## src/rtl/pcpa_pkg.sv

```systemverilog
// ----------------------------------------------------------------------------
// pcpa_pkg
// Shared types, constants and helpers of the per-cpu page allocator.
// ----------------------------------------------------------------------------
`default_nettype none

package pcpa_pkg;

    localparam int NUM_PAGES   = 32768;
    localparam int NUM_CPUS    = 8;
    localparam int STEAL_LIMIT = 1024;

    localparam int PAGE_W    = 15;
    localparam int CPU_W     = 3;
    localparam int STATUS_W  = 2;
    localparam int CFG_IDX_W = 1;
    localparam int CFG_W     = 16;
    localparam int FIRST_W   = 15;
    localparam int LIMIT_W   = 16;

    localparam int ADDR_W    = $clog2(NUM_PAGES);
    localparam int LINK_W    = ADDR_W + 1;
    localparam int CPU_IDX_W = $clog2(NUM_CPUS);
    localparam int STEP_W    = $clog2(STEAL_LIMIT + 1);

    localparam logic [LINK_W-1:0] LIST_END = LINK_W'(NUM_PAGES);

    localparam logic OP_ALLOC = 1'b0;
    localparam logic OP_FREE  = 1'b1;

    localparam logic [STATUS_W-1:0] STS_ALLOCATED = 2'd0;
    localparam logic [STATUS_W-1:0] STS_EMPTY     = 2'd1;
    localparam logic [STATUS_W-1:0] STS_FREED     = 2'd2;
    localparam logic [STATUS_W-1:0] STS_REJECTED  = 2'd3;

    localparam logic [CFG_IDX_W-1:0] CFG_FIRST_FREE = 1'b0;
    localparam logic [CFG_IDX_W-1:0] CFG_PAGE_LIMIT = 1'b1;

    localparam logic [LIMIT_W-1:0] PAGE_LIMIT_RESET = 16'h8000;

    typedef enum logic [1:0] {
        S_IDLE,
        S_POP,
        S_STEAL,
        S_WALK
    } state_t;

    typedef struct packed {
        logic              operation;
        logic [CPU_W-1:0]  requester;
        logic [PAGE_W-1:0] page_in;
    } req_t;

    typedef struct packed {
        logic [PAGE_W-1:0]   page_out;
        logic [STATUS_W-1:0] status;
    } rsp_t;

    typedef struct packed {
        logic [FIRST_W-1:0] first_free_page;
        logic [LIMIT_W-1:0] page_limit;
    } cfg_t;

    typedef struct packed {
        logic              we;
        logic [ADDR_W-1:0] waddr;
        logic [LINK_W-1:0] wdata;
        logic              re;
        logic [ADDR_W-1:0] raddr;
    } ram_req_t;

    function automatic logic is_page(logic [LINK_W-1:0] p);
        return p < LINK_W'(NUM_PAGES);
    endfunction

    // requester index folded into the cpu range
    function automatic logic [CPU_IDX_W-1:0] cpu_of(logic [CPU_W-1:0] r);
        logic [CPU_W+1:0] v;
        v = {2'b00, r};
        for (int i = 0; i < 8; i++)
        begin
            if (v >= (CPU_W+2)'(NUM_CPUS))
            begin
                v = v - (CPU_W+2)'(NUM_CPUS);
            end
        end
        return v[CPU_IDX_W-1:0];
    endfunction

endpackage

`default_nettype wire

```

## src/rtl/pcpa_ctrl.sv

```systemverilog
// ----------------------------------------------------------------------------
// pcpa_ctrl
// List heads, request sequencer and result register of the page allocator.
// ----------------------------------------------------------------------------
`default_nettype none

module pcpa_ctrl
    import pcpa_pkg::*;
(
    input  wire logic              clk,
    input  wire logic              rst_n,
    input  wire logic              in_valid,
    output logic                   in_ready,
    input  wire req_t              in_data,
    output logic                   out_valid,
    input  wire logic              out_ready,
    output rsp_t                   out_data,
    input  wire cfg_t              cfg,
    output ram_req_t               ram_req,
    input  wire logic [LINK_W-1:0] ram_rdata
);

    state_t state_reg, state_next;

    logic [LINK_W-1:0]    head_reg  [NUM_CPUS];
    logic [LINK_W-1:0]    head_next [NUM_CPUS];
    logic [CPU_IDX_W-1:0] me_reg, me_next;
    logic [CPU_IDX_W-1:0] victim_reg, victim_next;
    logic [ADDR_W-1:0]    got_reg, got_next;
    logic [ADDR_W-1:0]    tail_reg, tail_next;
    logic [LINK_W-1:0]    first_link_reg, first_link_next;
    logic [STEP_W-1:0]    step_reg, step_next;
    logic                 out_valid_reg, out_valid_next;
    rsp_t                 out_data_reg, out_data_next;

    logic                 in_fire;
    logic                 slot_free;
    logic                 rsp_load;
    rsp_t                 rsp;
    logic [CPU_IDX_W-1:0] me_in;
    logic [CPU_IDX_W-1:0] head_addr;
    logic [LINK_W-1:0]    head_rd;
    logic [NUM_CPUS-1:0]  nonempty;
    logic                 found;
    logic [CPU_IDX_W-1:0] victim;
    logic [LINK_W-1:0]    pg_ext;
    logic                 in_range;
    logic [LINK_W-1:0]    link_n;
    logic                 walk_on;

    assign slot_free = !out_valid_reg || out_ready;
    assign in_ready  = (state_reg == S_IDLE) && slot_free;
    assign in_fire   = in_valid && in_ready;
    assign me_in     = cpu_of(in_data.requester);
    assign head_addr = (state_reg == S_IDLE) ? me_in : victim_reg;
    assign head_rd   = head_reg[head_addr];
    assign pg_ext    = {1'b0, in_data.page_in};
    assign in_range  = (in_data.page_in >= cfg.first_free_page)
                    && (pg_ext < cfg.page_limit) && is_page(pg_ext);
    assign link_n    = is_page(ram_rdata) ? ram_rdata : LIST_END;
    assign walk_on   = is_page(ram_rdata) && (step_reg != STEP_W'(STEAL_LIMIT));

    always_comb
    begin
        for (int c = 0; c < NUM_CPUS; c++)
        begin
            nonempty[c] = is_page(head_reg[c]);
        end
    end

    // lowest-index cpu other than the requester that holds pages
    always_comb
    begin
        found  = 1'b0;
        victim = '0;
        for (int c = 0; c < NUM_CPUS; c++)
        begin
            if (!found && (CPU_IDX_W'(c) != me_in) && nonempty[c])
            begin
                found  = 1'b1;
                victim = CPU_IDX_W'(c);
            end
        end
    end

    always_ff @(posedge clk or negedge rst_n)
    begin
        if (!rst_n)
        begin
            state_reg     <= S_IDLE;
            out_valid_reg <= 1'b0;
            for (int c = 0; c < NUM_CPUS; c++)
            begin
                head_reg[c] <= LIST_END;
            end
        end
        else
        begin
            state_reg     <= state_next;
            out_valid_reg <= out_valid_next;
            for (int c = 0; c < NUM_CPUS; c++)
            begin
                head_reg[c] <= head_next[c];
            end
        end
    end

    always_ff @(posedge clk)
    begin
        me_reg         <= me_next;
        victim_reg     <= victim_next;
        got_reg        <= got_next;
        tail_reg       <= tail_next;
        first_link_reg <= first_link_next;
        step_reg       <= step_next;
        out_data_reg   <= out_data_next;
    end

    always_comb
    begin
        state_next      = state_reg;
        me_next         = me_reg;
        victim_next     = victim_reg;
        got_next        = got_reg;
        tail_next       = tail_reg;
        first_link_next = first_link_reg;
        step_next       = step_reg;
        for (int c = 0; c < NUM_CPUS; c++)
        begin
            head_next[c] = head_reg[c];
        end
        ram_req   = '0;
        rsp_load  = 1'b0;
        rsp       = '0;

        unique case (state_reg)
            S_IDLE:
            begin
                if (in_fire)
                begin
                    me_next = me_in;
                    if (in_data.operation == OP_FREE)
                    begin
                        rsp_load = 1'b1;
                        if (in_range)
                        begin
                            ram_req.we        = 1'b1;
                            ram_req.waddr     = in_data.page_in;
                            ram_req.wdata     = head_rd;
                            head_next[me_in]  = pg_ext;
                            rsp.status        = STS_FREED;
                        end
                        else
                        begin
                            rsp.status = STS_REJECTED;
                        end
                    end
                    else if (is_page(head_rd))
                    begin
                        ram_req.re    = 1'b1;
                        ram_req.raddr = head_rd[ADDR_W-1:0];
                        got_next      = head_rd[ADDR_W-1:0];
                        state_next    = S_POP;
                    end
                    else if (found)
                    begin
                        victim_next = victim;
                        state_next  = S_STEAL;
                    end
                    else
                    begin
                        rsp_load   = 1'b1;
                        rsp.status = STS_EMPTY;
                    end
                end
            end
            S_POP:
            begin
                if (slot_free)
                begin
                    head_next[me_reg] = link_n;
                    rsp_load          = 1'b1;
                    rsp.page_out      = got_reg;
                    rsp.status        = STS_ALLOCATED;
                    state_next        = S_IDLE;
                end
            end
            S_STEAL:
            begin
                got_next      = head_rd[ADDR_W-1:0];
                tail_next     = head_rd[ADDR_W-1:0];
                step_next     = '0;
                ram_req.re    = 1'b1;
                ram_req.raddr = head_rd[ADDR_W-1:0];
                state_next    = S_WALK;
            end
            S_WALK:
            begin
                if (walk_on)
                begin
                    if (step_reg == '0)
                    begin
                        first_link_next = ram_rdata;
                    end
                    tail_next     = ram_rdata[ADDR_W-1:0];
                    step_next     = step_reg + STEP_W'(1);
                    ram_req.re    = 1'b1;
                    ram_req.raddr = ram_rdata[ADDR_W-1:0];
                end
                else if (slot_free)
                begin
                    // the run is cut off behind the tail, then its head is popped
                    head_next[victim_reg] = link_n;
                    head_next[me_reg]     = (tail_reg == got_reg) ? LIST_END
                                                                  : first_link_reg;
                    ram_req.we    = 1'b1;
                    ram_req.waddr = tail_reg;
                    ram_req.wdata = LIST_END;
                    rsp_load      = 1'b1;
                    rsp.page_out  = got_reg;
                    rsp.status    = STS_ALLOCATED;
                    state_next    = S_IDLE;
                end
            end
            default:
            begin
                state_next = S_IDLE;
            end
        endcase

        if (rsp_load)
        begin
            out_valid_next = 1'b1;
            out_data_next  = rsp;
        end
        else
        begin
            out_valid_next = out_valid_reg && !out_ready;
            out_data_next  = out_data_reg;
        end
    end

    assign out_valid = out_valid_reg;
    assign out_data  = out_data_reg;

    a_load_into_free_slot: assert property (@(posedge clk) disable iff (!rst_n)
        rsp_load |-> slot_free)
        else $error("result loaded over an unread result");

    a_walk_bounded: assert property (@(posedge clk) disable iff (!rst_n)
        (state_reg == S_WALK) |-> (step_reg <= STEP_W'(STEAL_LIMIT)))
        else $error("steal walk ran past its limit");

    a_victim_not_self: assert property (@(posedge clk) disable iff (!rst_n)
        ((state_reg == S_STEAL) || (state_reg == S_WALK)) |-> (victim_reg != me_reg))
        else $error("cpu stealing from its own list");

    a_free_single_cycle: assert property (@(posedge clk) disable iff (!rst_n)
        (in_fire && (in_data.operation == OP_FREE)) |=> (state_reg == S_IDLE))
        else $error("free request did not complete at once");

    a_ram_port_exclusive: assert property (@(posedge clk) disable iff (!rst_n)
        ram_req.we |-> !ram_req.re)
        else $error("link memory read and written together");

endmodule

`default_nettype wire

```

## config.mk

```make
export PLATFORM = sky130hd
export DESIGN_NAME = pcpa_ctrl
export DESIGN_NICKNAME = d
export VERILOG_FILES = /design/src/rtl/pcpa_pkg.sv /design/src/rtl/pcpa_ctrl.sv
export SDC_FILE = /design/constraint.sdc
export NUM_CORES = 1
export LEC_CHECK = 0
export ABC_CLOCK_PERIOD_IN_PS = 5900
export BUFFER_PORTS_ARGS = -buffer_cell sky130_fd_sc_hd__buf_2
export CORE_ASPECT_RATIO = 1.2
export CORE_MARGIN = 1
export CORE_UTILIZATION = 40
export CTS_BUF_LIST = sky130_fd_sc_hd__clkbuf_16
export DETAILED_ROUTE_END_ITERATION = 16
export GPL_ROUTABILITY_DRIVEN = 0
export GPL_TIMING_DRIVEN = 0
export PLACE_DENSITY_LB_ADDON = 0.05
export SLEW_MARGIN = 40
export SYNTH_ARGS = -nofsm -noshare
export SYNTH_HDL_FRONTEND = slang
export SYNTH_SLANG_ARGS = --single-unit
export TNS_END_PERCENT = 10
```

## constraint.sdc

```tcl
create_clock -name clk -period 5.9 [get_ports clk]
set_input_delay 0.295 -clock clk [delete_from_list [all_inputs] [get_ports clk]]
set_output_delay 0.295 -clock clk [all_outputs]
set_load 0.1 [all_outputs]
```

# ---- Word level (Yosys, flattened, before mapping)
# Index checks and enable logic that the tools add are counted.
dict set report word_totals {
  regBits 211
  inputBits 70
}
dict set report op_classes {
  addsub 1
  magnitude_cmp 20
  n_eq_ne 22
  muxes 79
  bitwise 6
  reduce_logical 49
}
# cell count
set op_table {}
lappend op_table {{$mux 128} 6}
lappend op_table {{$bwmux 128} 4}
lappend op_table {{$pmux 128 s3} 1}
lappend op_table {{$lt 16x16->1 const B} 10}
lappend op_table {{$mux 16} 10}
lappend op_table {{$demux 16 s3} 3}
lappend op_table {{$mux 32} 4}
lappend op_table {{$pmux 15 s2} 3}
lappend op_table {{$pmux 32 s2} 1}
lappend op_table {{$mux 15} 4}
lappend op_table {{$bmux 16 s3} 1}
lappend op_table {{$mux 48} 1}
lappend op_table {{$pmux 16 s3} 1}
lappend op_table {{$mux 17} 2}
lappend op_table {{$logic_and 1x1->1} 24}
lappend op_table {{$pmux 11 s2} 1}
lappend op_table {{$mux 1} 20}
lappend op_table {{$mux 2} 10}
lappend op_table {{$ge 4x4->1 const B} 4}
lappend op_table {{$lt 15x16->1} 1}
lappend op_table {{$lt 15x16->1 const B} 1}
lappend op_table {{$ne 2x2->1 const B} 8}
lappend op_table {{$not 3->4} 4}
lappend op_table {{$eq 15x15->1} 1}
lappend op_table {{other kinds (30)} 52}

# ---- Longest topological paths before layout
# Gate-level depths: netlist of run 1.
dict set report logic_depth {
  depth_word 37
  mapped_depth 11
  ltp_nobuf 8
}

# ---- Worst setup path after synthesis of run 1
# OpenSTA, ideal clock, no wires.
dict set report synth_timing {
  path_kind {flip-flop to output port}
  from {reg state_reg[0]}
  to {out ram_req[0] (netlist name)}
  t_arrival_ps 4543
  path_slack_ps 1062
  stages_incl_launch_ff 12
  path_cell_list {dfrtp_1 inv_1 ha_1 buf_2 mux2i_1 buf_2 mux2i_1 mux2i_1 mux2i_1 a21oi_1 buf_2 o31ai_1}
}
# item line
set synth_rtl {}
lappend synth_rtl {{from (decl)} pcpa_ctrl.sv:23} ;# state_t state_reg, state_next;
lappend synth_rtl {{from (signal assigned)} pcpa_ctrl.sv:99} ;# state_reg <= state_next;
lappend synth_rtl {{to (decl)} pcpa_ctrl.sv:19} ;# output ram_req_t ram_req,

==> impl_metrics.env, run 1 <==
export IMPL_timing_rr_end="tail_reg[13]"
export IMPL_total_power_mw=9.57
export IMPL_avgSynthCellArea_um2=9.60
export IMPL_track_usage_pct=29.2
export IMPL_intPower_mw=4.98
export IMPL_slew_limit_headroom_pct=39.9
export IMPL_finalNonFillerCells=2411
export IMPL_clock_fmax_ghz=0.203
export IMPL_crit_path_max_fanout=10
export IMPL_start_util_pct=40.9
export IMPL_ir_drop_v=0.000283
export IMPL_outcome="complete, no violations"
export IMPL_synthAdderAreaFrac_pct=2.97
export IMPL_critPathBufInv=5
export IMPL_muxShareOfSynthArea_pct=23.1
export IMPL_critical_path_top_delay_family="buffers and inverters"
export IMPL_ios=137
export IMPL_cts_sinks=211
export IMPL_critPathLaunch="state_reg[0]"
export IMPL_synthFlopType="dfrtp_1"
export IMPL_clockPowerShare_pct=19.4
export IMPL_synthSimpleGateAreaFrac_pct=12.9
export IMPL_dr_pass1_iters=6
export IMPL_vias=14400
export IMPL_yosys_warnings=0
export IMPL_synth_top_family_by_area="multiplexers"
export IMPL_hp_class="in -> reg"
export IMPL_cp_slowest_cell="mux2i_1"
export IMPL_min_period_ns=4.93
export IMPL_cts_inserted_buffers=28
export IMPL_slowest_delay_ns=0.71
export IMPL_crit_path_frequent_cell="buf_2"
export IMPL_setup_viol=0
export IMPL_ant_nets=0
export IMPL_synth_cell_type_count=63
export IMPL_grt_pass1_vias=14200
export IMPL_nFillCells=3760
export IMPL_dp_hpwl_mm=45.8
export IMPL_hold_viol=0
export IMPL_core_mm2=0.0391
export IMPL_rsz0062_at_grt="false"
export IMPL_synth_seq_cells=211
export IMPL_ff2ff_setup_slack_ns=1.88
export IMPL_arrival_ns=4.63
export IMPL_wl_per_cell_um=24.7
export IMPL_setup_tns_final_ns=0
export IMPL_die_y_um=221
export IMPL_grt_overflow=0
export IMPL_critPathRequiredTime_ns=5.61
export IMPL_cp_start_kind="register"
export IMPL_comb_power_share_pct=53.8
export IMPL_p_per_area_mw_per_mm2=511
export IMPL_reg2reg_depth=9
export IMPL_dr_first_iter_drc_count=1136
export IMPL_synthArstFlopShare_pct=62.1
export IMPL_seq_area_frac_synth_pct=35.6
export IMPL_nets=1971
export IMPL_clkTransAtPathRegs_ns=0.06
export IMPL_grt_max_degree=52
export IMPL_cp_end_kind="primary output"
export IMPL_antenna_diode_count=0
export IMPL_syn_instance_count=1667
export IMPL_synth_compound_area_share_pct=18.0
export IMPL_antenna_found_initial=0
export IMPL_drive_above_1_share_pct=22.6
export IMPL_drt_wl_total_mm=59.7
export IMPL_switching_share_pct=47.9
export IMPL_p_seq_share_pct=26.8
export IMPL_cp_num_cells=10
export IMPL_crit_chain="inv_1 -> ha_1 -> buf_2 -> mux2i_1 -> clkbuf_1 -> buf_2 -> mux4_2 -> mux2i_1 -> o31ai_1 -> buf_2"
export IMPL_p_sw_mw=4.58
export IMPL_dieWidth_um=185
export IMPL_skew_ns=0.0167
export IMPL_critPathKind="reg -> out"
export IMPL_power_leakage_nw=7.84
export IMPL_rows=79
export IMPL_crit_end="ram_req[13]"
export IMPL_fin_util_pct=47.8
export IMPL_drc=0
export IMPL_cts_tree="yes"
export IMPL_maxCapViolations=0
export IMPL_finalCritPeriodShare_pct=83.5
export IMPL_synth_edf_count=80
export IMPL_r2r_start="state_reg[0]"
export IMPL_synth_nets=1775
export IMPL_synthXorXnorAreaFrac_pct=1.31
export IMPL_syn_area_mm2=0.0160
export IMPL_die_area_mm2=0.0408
export IMPL_worst_pin_slew_ns=0.899
export IMPL_grt_pass1_wl_mm=89.4
export IMPL_cts_root_buffer="clkbuf_16"
export IMPL_place_inst=2340
export IMPL_cts_max_level=1
export IMPL_port_buffers=136
export IMPL_via_per_inst=5.96
export IMPL_cts_buffer_depth=3
export IMPL_clk_latency_ns=0.58
export IMPL_syn_to_final_growth_pct=17.0
export IMPL_drv_slew=0
export IMPL_cts_setup_buffers=0
synthesized netlist by cell type, types with 8 or more instances:
master     number  area share, %
a32oi_1        22            1.2
nor2_1         68            1.6
a31oi_2         8           0.63
edfxtp_1       80             15
o22ai_1        30            1.2
inv_1          96            2.3
mux2_2         61            4.3
nor2b_1        18           0.70
nand2b_1        8           0.31
nand3_1        15           0.47
dfrtp_1       123             19
a2111oi_1       8           0.50
xor2_1         21            1.1
nand2_1       290            6.8
ha_1           38            3.0
mux2_4         72            6.8
clkbuf_1      113            2.7
o221ai_1      121            6.6
buf_6           8           0.56
o31ai_1        17           0.80
a21oi_1        44            1.4
mux2i_1       125            7.8
o21ai_0       113            3.5
dfstp_2         8            1.3
mux4_2         30            4.2
o2bb2ai_1       8           0.44
and2_1         18           0.70
buf_2          15           0.47
placed cells by master (no fill, tap or decap), types with 8 or more instances in the layout:
cell	instances
mux2i_1	125
a31oi_2	9
and2_1	18
nor2_1	66
mux2_2	61
mux4_2	30
nand2b_1	8
a21oi_1	43
mux2_4	72
dlygate4sd3_1	15
nand3_1	15
xor2_1	21
dfstp_2	8
inv_1	100
a2111oi_1	8
o31ai_1	17
edfxtp_1	80
ha_1	38
a32oi_1	18
o21ai_0	111
buf_2	160
clkbuf_1	111
clkbuf_16	28
o22ai_1	30
dfrtp_1	123
o2bb2ai_1	8
buf_6	8
nor2b_1	18
o221ai_1	121
nand2_1	290
area by class of cell:
cell class / count / area, um^2 / share of cell area (%)
Timing Repair Buffer: 166 / 986 / 5.27
Inverter: 96 / 360 / 1.92
Buffer: 142 / 619 / 3.31
Multi-Input combinational cell: 1218 / 9430 / 50.4
Clock buffer: 28 / 701 / 3.74
Tap cell: 526 / 658 / 3.51
Clock inverter: 24 / 279 / 1.49
Sequential cell: 211 / 5690 / 30.4
worst register-to-register path, delay by kind of cell, from the launching register on:
family / cells / cell delay (ns)
DFF: 1 / 0.42
adders and majority gates: 1 / 0.16
AOI/OAI and AO/OA: 1 / 0.16
buffers and inverters: 4 / 1.48
muxes: 3 / 1.54
power by group through the flow:
stage / logic [mW] / registers (mW) / clock network (mW)
floorplan: 3.30 / 2.84 / 0
global placement: 4.95 / 2.56 / 0
detailed placement: 5.09 / 2.57 / 0
CTS: 5.11 / 2.55 / 1.88
global route: 5.45 / 2.62 / 1.93
finish: 5.15 / 2.56 / 1.85
timing repair:
action	4_1_cts	5_1_grt
resized for setup	0	0
setup endpoints to repair	0	0
hold endpoints to repair	122	0
hold buffers	15	0
cells by family after synthesis:
group,after synthesis
multiplexers,288
AND/OR/NAND/NOR,464
XOR/XNOR,24
AO/OA/AOI/OAI,404
flip-flops,211
adder cells (fa/ha/maj),38
buffers and inverters,238
metrics by stage:
stage | hold slack [ns] | setup WS [ns] | instance area (um^2)
after floorplan | -0.000591 | 1.06 | 16000
after global placement | 0.492 | 0.593 | 17300
after detailed placement | 0.207 | 1.07 | 17600
after CTS | 0.0218 | 0.991 | 18700
after global routing | 0.0339 | 0.814 | 18700
final | 0.0513 | 0.975 | 18700
per-layer routing:
metal / wire [um] / GRT usage [%] / vias to the layer above
met1: 25100 / 37.7 / 7099
li1: - / - / 6570
met2: 28900 / 49.5 / 577
met4: 2410 / 12.5 / 0
met5: 0 / 0 / -
met3: 3230 / 2.60 / 116
worst min path at each step:
| stage | from | endpoint | slack, ns | depth (start not counted) |
|---|---|---|---|---|
| 2_1_floorplan | rst_n | asynchronous set/reset pin | -0.0006 | 0 |
| 3_3_place_gp | in_data[15] | me_reg[0] | 0.49 | 1 |
| 3_5_place_dp | rst_n | asynchronous set/reset pin | 0.21 | 1 |
| 4_1_cts | ram_rdata[15] | first_link_reg[15] | 0.02 | 1 |
| 5_1_grt | ram_rdata[15] | first_link_reg[15] | 0.03 | 1 |
| 6_report | ram_rdata[5] | first_link_reg[5] | 0.05 | 1 |
Power figures use the tool's default switching activity.
==> inputs of run 2 (changes only) <==
--- a/config.mk
+++ b/config.mk
@@ -5,7 +5,7 @@
 export SDC_FILE = /design/constraint.sdc
 export NUM_CORES = 1
 export LEC_CHECK = 0
-export ABC_CLOCK_PERIOD_IN_PS = 5900
+export ABC_CLOCK_PERIOD_IN_PS = 4510
 export BUFFER_PORTS_ARGS = -buffer_cell sky130_fd_sc_hd__buf_2
 export CORE_ASPECT_RATIO = 1.2
 export CORE_MARGIN = 1
==> constraint.sdc (replaced) <==
create_clock -name clk -period 4.51 [get_ports clk]
set_input_delay 0.2255 -clock clk [delete_from_list [all_inputs] [get_ports clk]]
set_output_delay 0.2255 -clock clk [all_outputs]
set_load 0.1 [all_outputs]
==> run 2 against run 1 <==
Net effect:
- first-iteration DRC count decreased by 6.3%
- routed wire length is 0.18% higher
- via count is 0.24% higher
- sequential share of layout area decreased by 0.15 points
- cell area grew 0.50%
- global-route usage grew 0.054 points
- core utilization up 0.24 points
- die area unchanged
- largest cell class unchanged
==> impl_metrics.env, run 2 (synthesis results as in run 1) <==
export IMPL_slowest_delay_ns=0.62
export IMPL_nFillCells=3749
export IMPL_drt_wl_total_mm=59.8
export IMPL_grt_max_degree=52
export IMPL_hp_class="in -> reg"
export IMPL_total_power_mw=12.6
export IMPL_reg2reg_depth=8
export IMPL_hold_viol=0
export IMPL_cp_start_kind="register"
export IMPL_grt_overflow=0
export IMPL_drive_above_1_share_pct=23.2
export IMPL_drv_slew=0
export IMPL_antenna_diode_count=0
export IMPL_die_area_mm2=0.0408
export IMPL_critPathBufInv=4
export IMPL_final_common_cell="nand2_1"
export IMPL_cts_max_level=1
export IMPL_ff2ff_setup_slack_ns=0.95
export IMPL_wl_per_cell_um=24.8
export IMPL_p_sw_mw=6.01
export IMPL_nets=1975
export IMPL_rows=79
export IMPL_crit_path_frequent_cell="buf_2"
export IMPL_cp_end_kind="primary output"
export IMPL_cts_tree="yes"
export IMPL_min_period_ns=4.39
export IMPL_ir_drop_v=0.000367
export IMPL_r2r_start="state_reg[0]"
export IMPL_outcome="complete, no violations"
export IMPL_hold_start="ram_rdata[2]"
export IMPL_slew_limit_headroom_pct=38.1
export IMPL_worst_pin_slew_ns=0.926
export IMPL_drc=0
export IMPL_via_per_inst=5.96
export IMPL_comb_power_share_pct=54.0
export IMPL_syn_to_final_growth_pct=17.6
export IMPL_die_y_um=221
export IMPL_critical_path_top_delay_family="multiplexers"
export IMPL_dr_first_iter_drc_count=1065
export IMPL_arrival_ns=4.16
export IMPL_p_seq_share_pct=26.7
export IMPL_grt_pass1_vias=14200
export IMPL_switching_share_pct=47.9
export IMPL_cts_sinks=211
export IMPL_hold_ws_ns=0.0253
export IMPL_place_area_mm2=0.0176
export IMPL_maxCapViolations=0
export IMPL_power_leakage_nw=7.85
export IMPL_dp_hpwl_mm=45.8
export IMPL_skew_ns=0.0206
export IMPL_finalCritPeriodShare_pct=97.3
export IMPL_dieWidth_um=185
export IMPL_clockPowerShare_pct=19.3
export IMPL_rsz0062_at_grt="true"
export IMPL_intPower_mw=6.55
export IMPL_final_cell_area_mm2=0.0188
export IMPL_track_usage_pct=29.2
export IMPL_dr_pass1_iters=6
export IMPL_crit_path_max_fanout=10
export IMPL_cts_inserted_buffers=28
export IMPL_min_path_cells=1
export IMPL_holdPathEnd="first_link_reg[2]"
export IMPL_pre_cts_slack_ns=-0.181
export IMPL_ios=137
export IMPL_clkTransAtPathRegs_ns=0.06
export IMPL_mostFrequentLayoutCells="290 x nand2_1, 153 x buf_2, 123 x dfrtp_1"
export IMPL_p_per_area_mw_per_mm2=667
export IMPL_timing_rr_end="tail_reg[3]"
export IMPL_cts_root_buffer="clkbuf_16"
export IMPL_antenna_found_initial=0
export IMPL_cts_buffer_depth=3
export IMPL_core_mm2=0.0391
export IMPL_setup_ws_ns=0.120
export IMPL_cp_slowest_cell="mux4_2"
export IMPL_clock_fmax_ghz=0.228
export IMPL_start_util_pct=40.9
export IMPL_clk_latency_ns=0.58
export IMPL_grt_pass1_wl_mm=89.6
export IMPL_finalNonFillerCells=2415
export IMPL_place_inst=2340
export IMPL_critPathKind="reg -> out"
export IMPL_ant_nets=0
export IMPL_port_buffers=136
export IMPL_crit_chain="inv_1 -> ha_1 -> buf_2 -> mux2i_2 -> buf_2 -> mux4_2 -> mux2i_1 -> o31ai_1 -> buf_2"
export IMPL_vias=14400
export IMPL_setup_viol=0
export IMPL_critPathRequiredTime_ns=4.28
==> run 2: cell count changes in the layout (fill, tap and decap cells not counted), sizes merged <==
cell         change
clkbuf           +7
buf              -5
dlygate4sd3      +2
==> run 2: area by class of cell <==
type / count / area [um^2] / share of cell area (%)
plain buffers: 142 / 623 / 3.31
clock buffers: 28 / 701 / 3.72
clock inverters: 24 / 279 / 1.48
inverters: 96 / 360 / 1.91
multi-input cells: 1218 / 9470 / 50.3
flip-flops and latches: 211 / 5690 / 30.2
well taps: 526 / 658 / 3.50
repair buffers: 170 / 1040 / 5.52
==> run 2: repair_timing <==
action / in CTS / in global routing
pin swaps: 1 / 0
hold endpoints to repair: 143 / 0
gates resized for setup: 5 / 16
setup endpoints to repair: 36 / 22
hold buffers: 17 / 0
setup buffers: 2 / 0
==> run 2: per-stage QoR <==
step	setup TNS, ns	utilization, %
2_1_floorplan	-3.37	-
3_3_place_gp	-21.35	44.3
3_5_place_dp	-0.839	44.9
4_1_cts	0	47.9
5_1_grt	-0.0462	48.1
6_report	0	48.1
==> run 2: worst max-delay path by stage <==
stage	startpoint	end	slack, ns	cells after the start
finish	state_reg[0]	ram_req[3]	0.12	9
global route	state_reg[0]	ram_req[3]	-0.05	9
global placement	in_data[10]	ram_req[43]	-0.66	11
detailed placement	in_data[10]	ram_req[43]	-0.18	11
floorplan	state_reg[0]	ram_req[0]	-0.26	11
CTS	state_reg[1]	ram_req[12]	0.002	10
==> run 2: metal layers <==
metal / up-vias / routed length [um] / GRT usage (%)
met3: 122 / 3170 / 2.86
met2: 575 / 28900 / 49.3
met5: - / 0 / 0
met4: 0 / 2500 / 13.0
met1: 7124 / 25200 / 37.7
li1: 6575 / - / -
==> run 2: worst reg2reg max path: stages, from the launching register on <==
cell	delay, ns
dfrtp_1	0.42
inv_1	0.16
ha_1	0.16
buf_2	0.28
mux2i_2	0.48
buf_2	0.51
mux4_2	0.63
mux2i_1	0.51
a21oi_1	0.15
==> run 2: power by group through the flow <==
stage	registers, mW	logic [mW]	clock network (mW)
floorplan	3.71	4.31	0
CTS	3.33	6.71	2.46
global placement	3.36	6.48	0
global route	3.43	7.18	2.53
detailed placement	3.36	6.66	0
finish	3.35	6.79	2.42
==> inputs of run 3 (changes only) <==
--- a/config.mk
+++ b/config.mk
@@ -13,7 +13,8 @@
 export CTS_BUF_LIST = sky130_fd_sc_hd__clkbuf_16
 export DETAILED_ROUTE_END_ITERATION = 16
 export GPL_ROUTABILITY_DRIVEN = 0
-export GPL_TIMING_DRIVEN = 0
+export GPL_TIMING_DRIVEN = 1
+export MAX_ROUTING_LAYER = met4
 export PLACE_DENSITY_LB_ADDON = 0.05
 export SLEW_MARGIN = 40
 export SYNTH_ARGS = -nofsm -noshare
==> run 3 against run 2 <==
Net effect:
- register-to-register slack gained 0.07 ns
- critical endpoint is now ram_req[13]
- highest routed layer unchanged
- routed wire length rose by 4.0%
- sequential share of layout area fell by 0.16 points
==> impl_metrics.env, run 3 (synthesis results as in run 1) <==
export IMPL_outcome="complete, no violations"
export IMPL_final_common_cell="nand2_1"
export IMPL_grt_max_degree=120
export IMPL_critPathKind="reg -> out"
export IMPL_ff2ff_setup_slack_ns=1.02
export IMPL_power_leakage_nw=7.86
export IMPL_dp_hpwl_mm=38.8
export IMPL_ant_nets=0
export IMPL_die_y_um=221
export IMPL_drt_wl_total_mm=62.1
export IMPL_fin_util_pct=48.3
export IMPL_timing_rr_end="tail_reg[13]"
export IMPL_antenna_diode_count=0
export IMPL_r2r_start="state_reg[0]"
export IMPL_p_per_area_mw_per_mm2=647
export IMPL_start_util_pct=40.9
export IMPL_drv_slew=0
export IMPL_rsz0062_at_grt="false"
export IMPL_rows=79
export IMPL_total_power_mw=12.2
export IMPL_cp_end_kind="primary output"
export IMPL_dieWidth_um=185
export IMPL_grt_pass1_vias=13600
export IMPL_arrival_ns=4.05
export IMPL_cts_setup_buffers=0
export IMPL_die_area_mm2=0.0408
export IMPL_vias=14200
export IMPL_reg2reg_depth=7
export IMPL_wl_per_cell_um=26.9
export IMPL_clkTransAtPathRegs_ns=0.07
export IMPL_finalCritPeriodShare_pct=94.9
export IMPL_syn_to_final_growth_pct=18.2
export IMPL_cts_buffer_depth=3
export IMPL_worst_pin_slew_ns=0.884
export IMPL_grt_pass1_wl_mm=90.9
export IMPL_cts_max_level=1
export IMPL_nets=1872
export IMPL_cts_tree="yes"
export IMPL_core_mm2=0.0391
export IMPL_cts_sinks=211
export IMPL_drc=0
export IMPL_skew_ns=0.0176
export IMPL_holdPathEnd="first_link_reg[4]"
export IMPL_setup_viol=0
export IMPL_hold_ws_ns=0.0483
export IMPL_slew_limit_headroom_pct=40.9
export IMPL_min_path_cells=1
export IMPL_track_usage_pct=31.1
export IMPL_grt_overflow=0
export IMPL_cts_root_buffer="clkbuf_16"
export IMPL_ios=137
export IMPL_critPathRequiredTime_ns=4.28
export IMPL_min_period_ns=4.28
export IMPL_clk_latency_ns=0.56
export IMPL_drive_above_1_share_pct=24.3
export IMPL_critPathLaunch="state_reg[0]"
export IMPL_maxCapViolations=0
export IMPL_hold_viol=0
export IMPL_dr_first_iter_drc_count=1293
export IMPL_mostFrequentLayoutCells="287 x nand2_1, 123 x dfrtp_1, 122 x mux2i_1"
export IMPL_cp_start_kind="register"
export IMPL_hp_class="in -> reg"
export IMPL_crit_path_max_fanout=20
export IMPL_via_per_inst=6.16
export IMPL_dr_pass1_iters=5
export IMPL_ir_drop_v=0.000418
export IMPL_cts_inserted_buffers=26
export IMPL_clock_fmax_ghz=0.234
export IMPL_antenna_found_initial=0
export IMPL_hold_start="ram_rdata[4]"
export IMPL_port_buffers=136
## run 3: where the power goes
| part | leakage, nW | switching [mW] | internal, mW | total, mW |
|---|---|---|---|---|
| clock | 0.427 | 0.877 | 1.06 | 1.94 |
| sequential | 2.51 | 0.583 | 2.78 | 3.37 |
| combinational | 4.92 | 4.48 | 2.45 | 6.93 |
| total | 7.86 | 5.94 | 6.29 | 12.2 |
## run 3: worst max-delay path, cell delays in order, from the launching register on
cell,delay [ns]
dfrtp_1,0.45
inv_1,0.17
ha_1,0.44
mux2i_4,0.75
buf_12,0.28
mux4_2,0.31
mux2i_1,0.63
o31ai_1,0.21
buf_12,0.22
## run 3: routing by layer
layer	part of all wire, %	global-route usage, %	vias up
met5	0	-	-
met4	3.4	10.7	0
met3	6.6	3.11	135
met2	47	49.5	568
met1	43	41.1	7148
li1	-	-	6362
## run 3: stage by stage
step | area [um^2] | setup slack [ns] | setup TNS, ns | instances
6_report | 18900 | 0.232 | 0 | 2309
3_3_place_gp | 17900 | 0.658 | 0 | 2237
4_1_cts | 18900 | 0.219 | 0 | 2300
3_5_place_dp | 18000 | 0.835 | 0 | 2238
5_1_grt | 18900 | 0.0628 | 0 | 2309
2_1_floorplan | 16000 | -0.259 | -3.37 | 1667
## run 3: worst max-delay path by stage
stage / end / slack, ns
3_3_place_gp: register / 0.66
5_1_grt: ram_req[12] / 0.06
2_1_floorplan: ram_req[0] / -0.26
6_report: ram_req[13] / 0.23
4_1_cts: ram_req[13] / 0.22
3_5_place_dp: ram_req[13] / 0.84
## run 3: area by class of cell
type | instances | area (um^2)
Clock inverter | 20 | 75.1
Inverter | 96 | 362
Multi-Input combinational cell | 1218 | 9460
Clock buffer | 27 | 676
Tap cell | 526 | 658
Timing Repair Buffer | 211 | 2000
Fill cell | 3733 | 20200
Sequential cell | 211 | 5690
## run 3: repair_timing
action                    4_1_cts  5_1_grt
hold endpoints to repair       67        0
hold buffers                   15        0
resized for setup               0        0
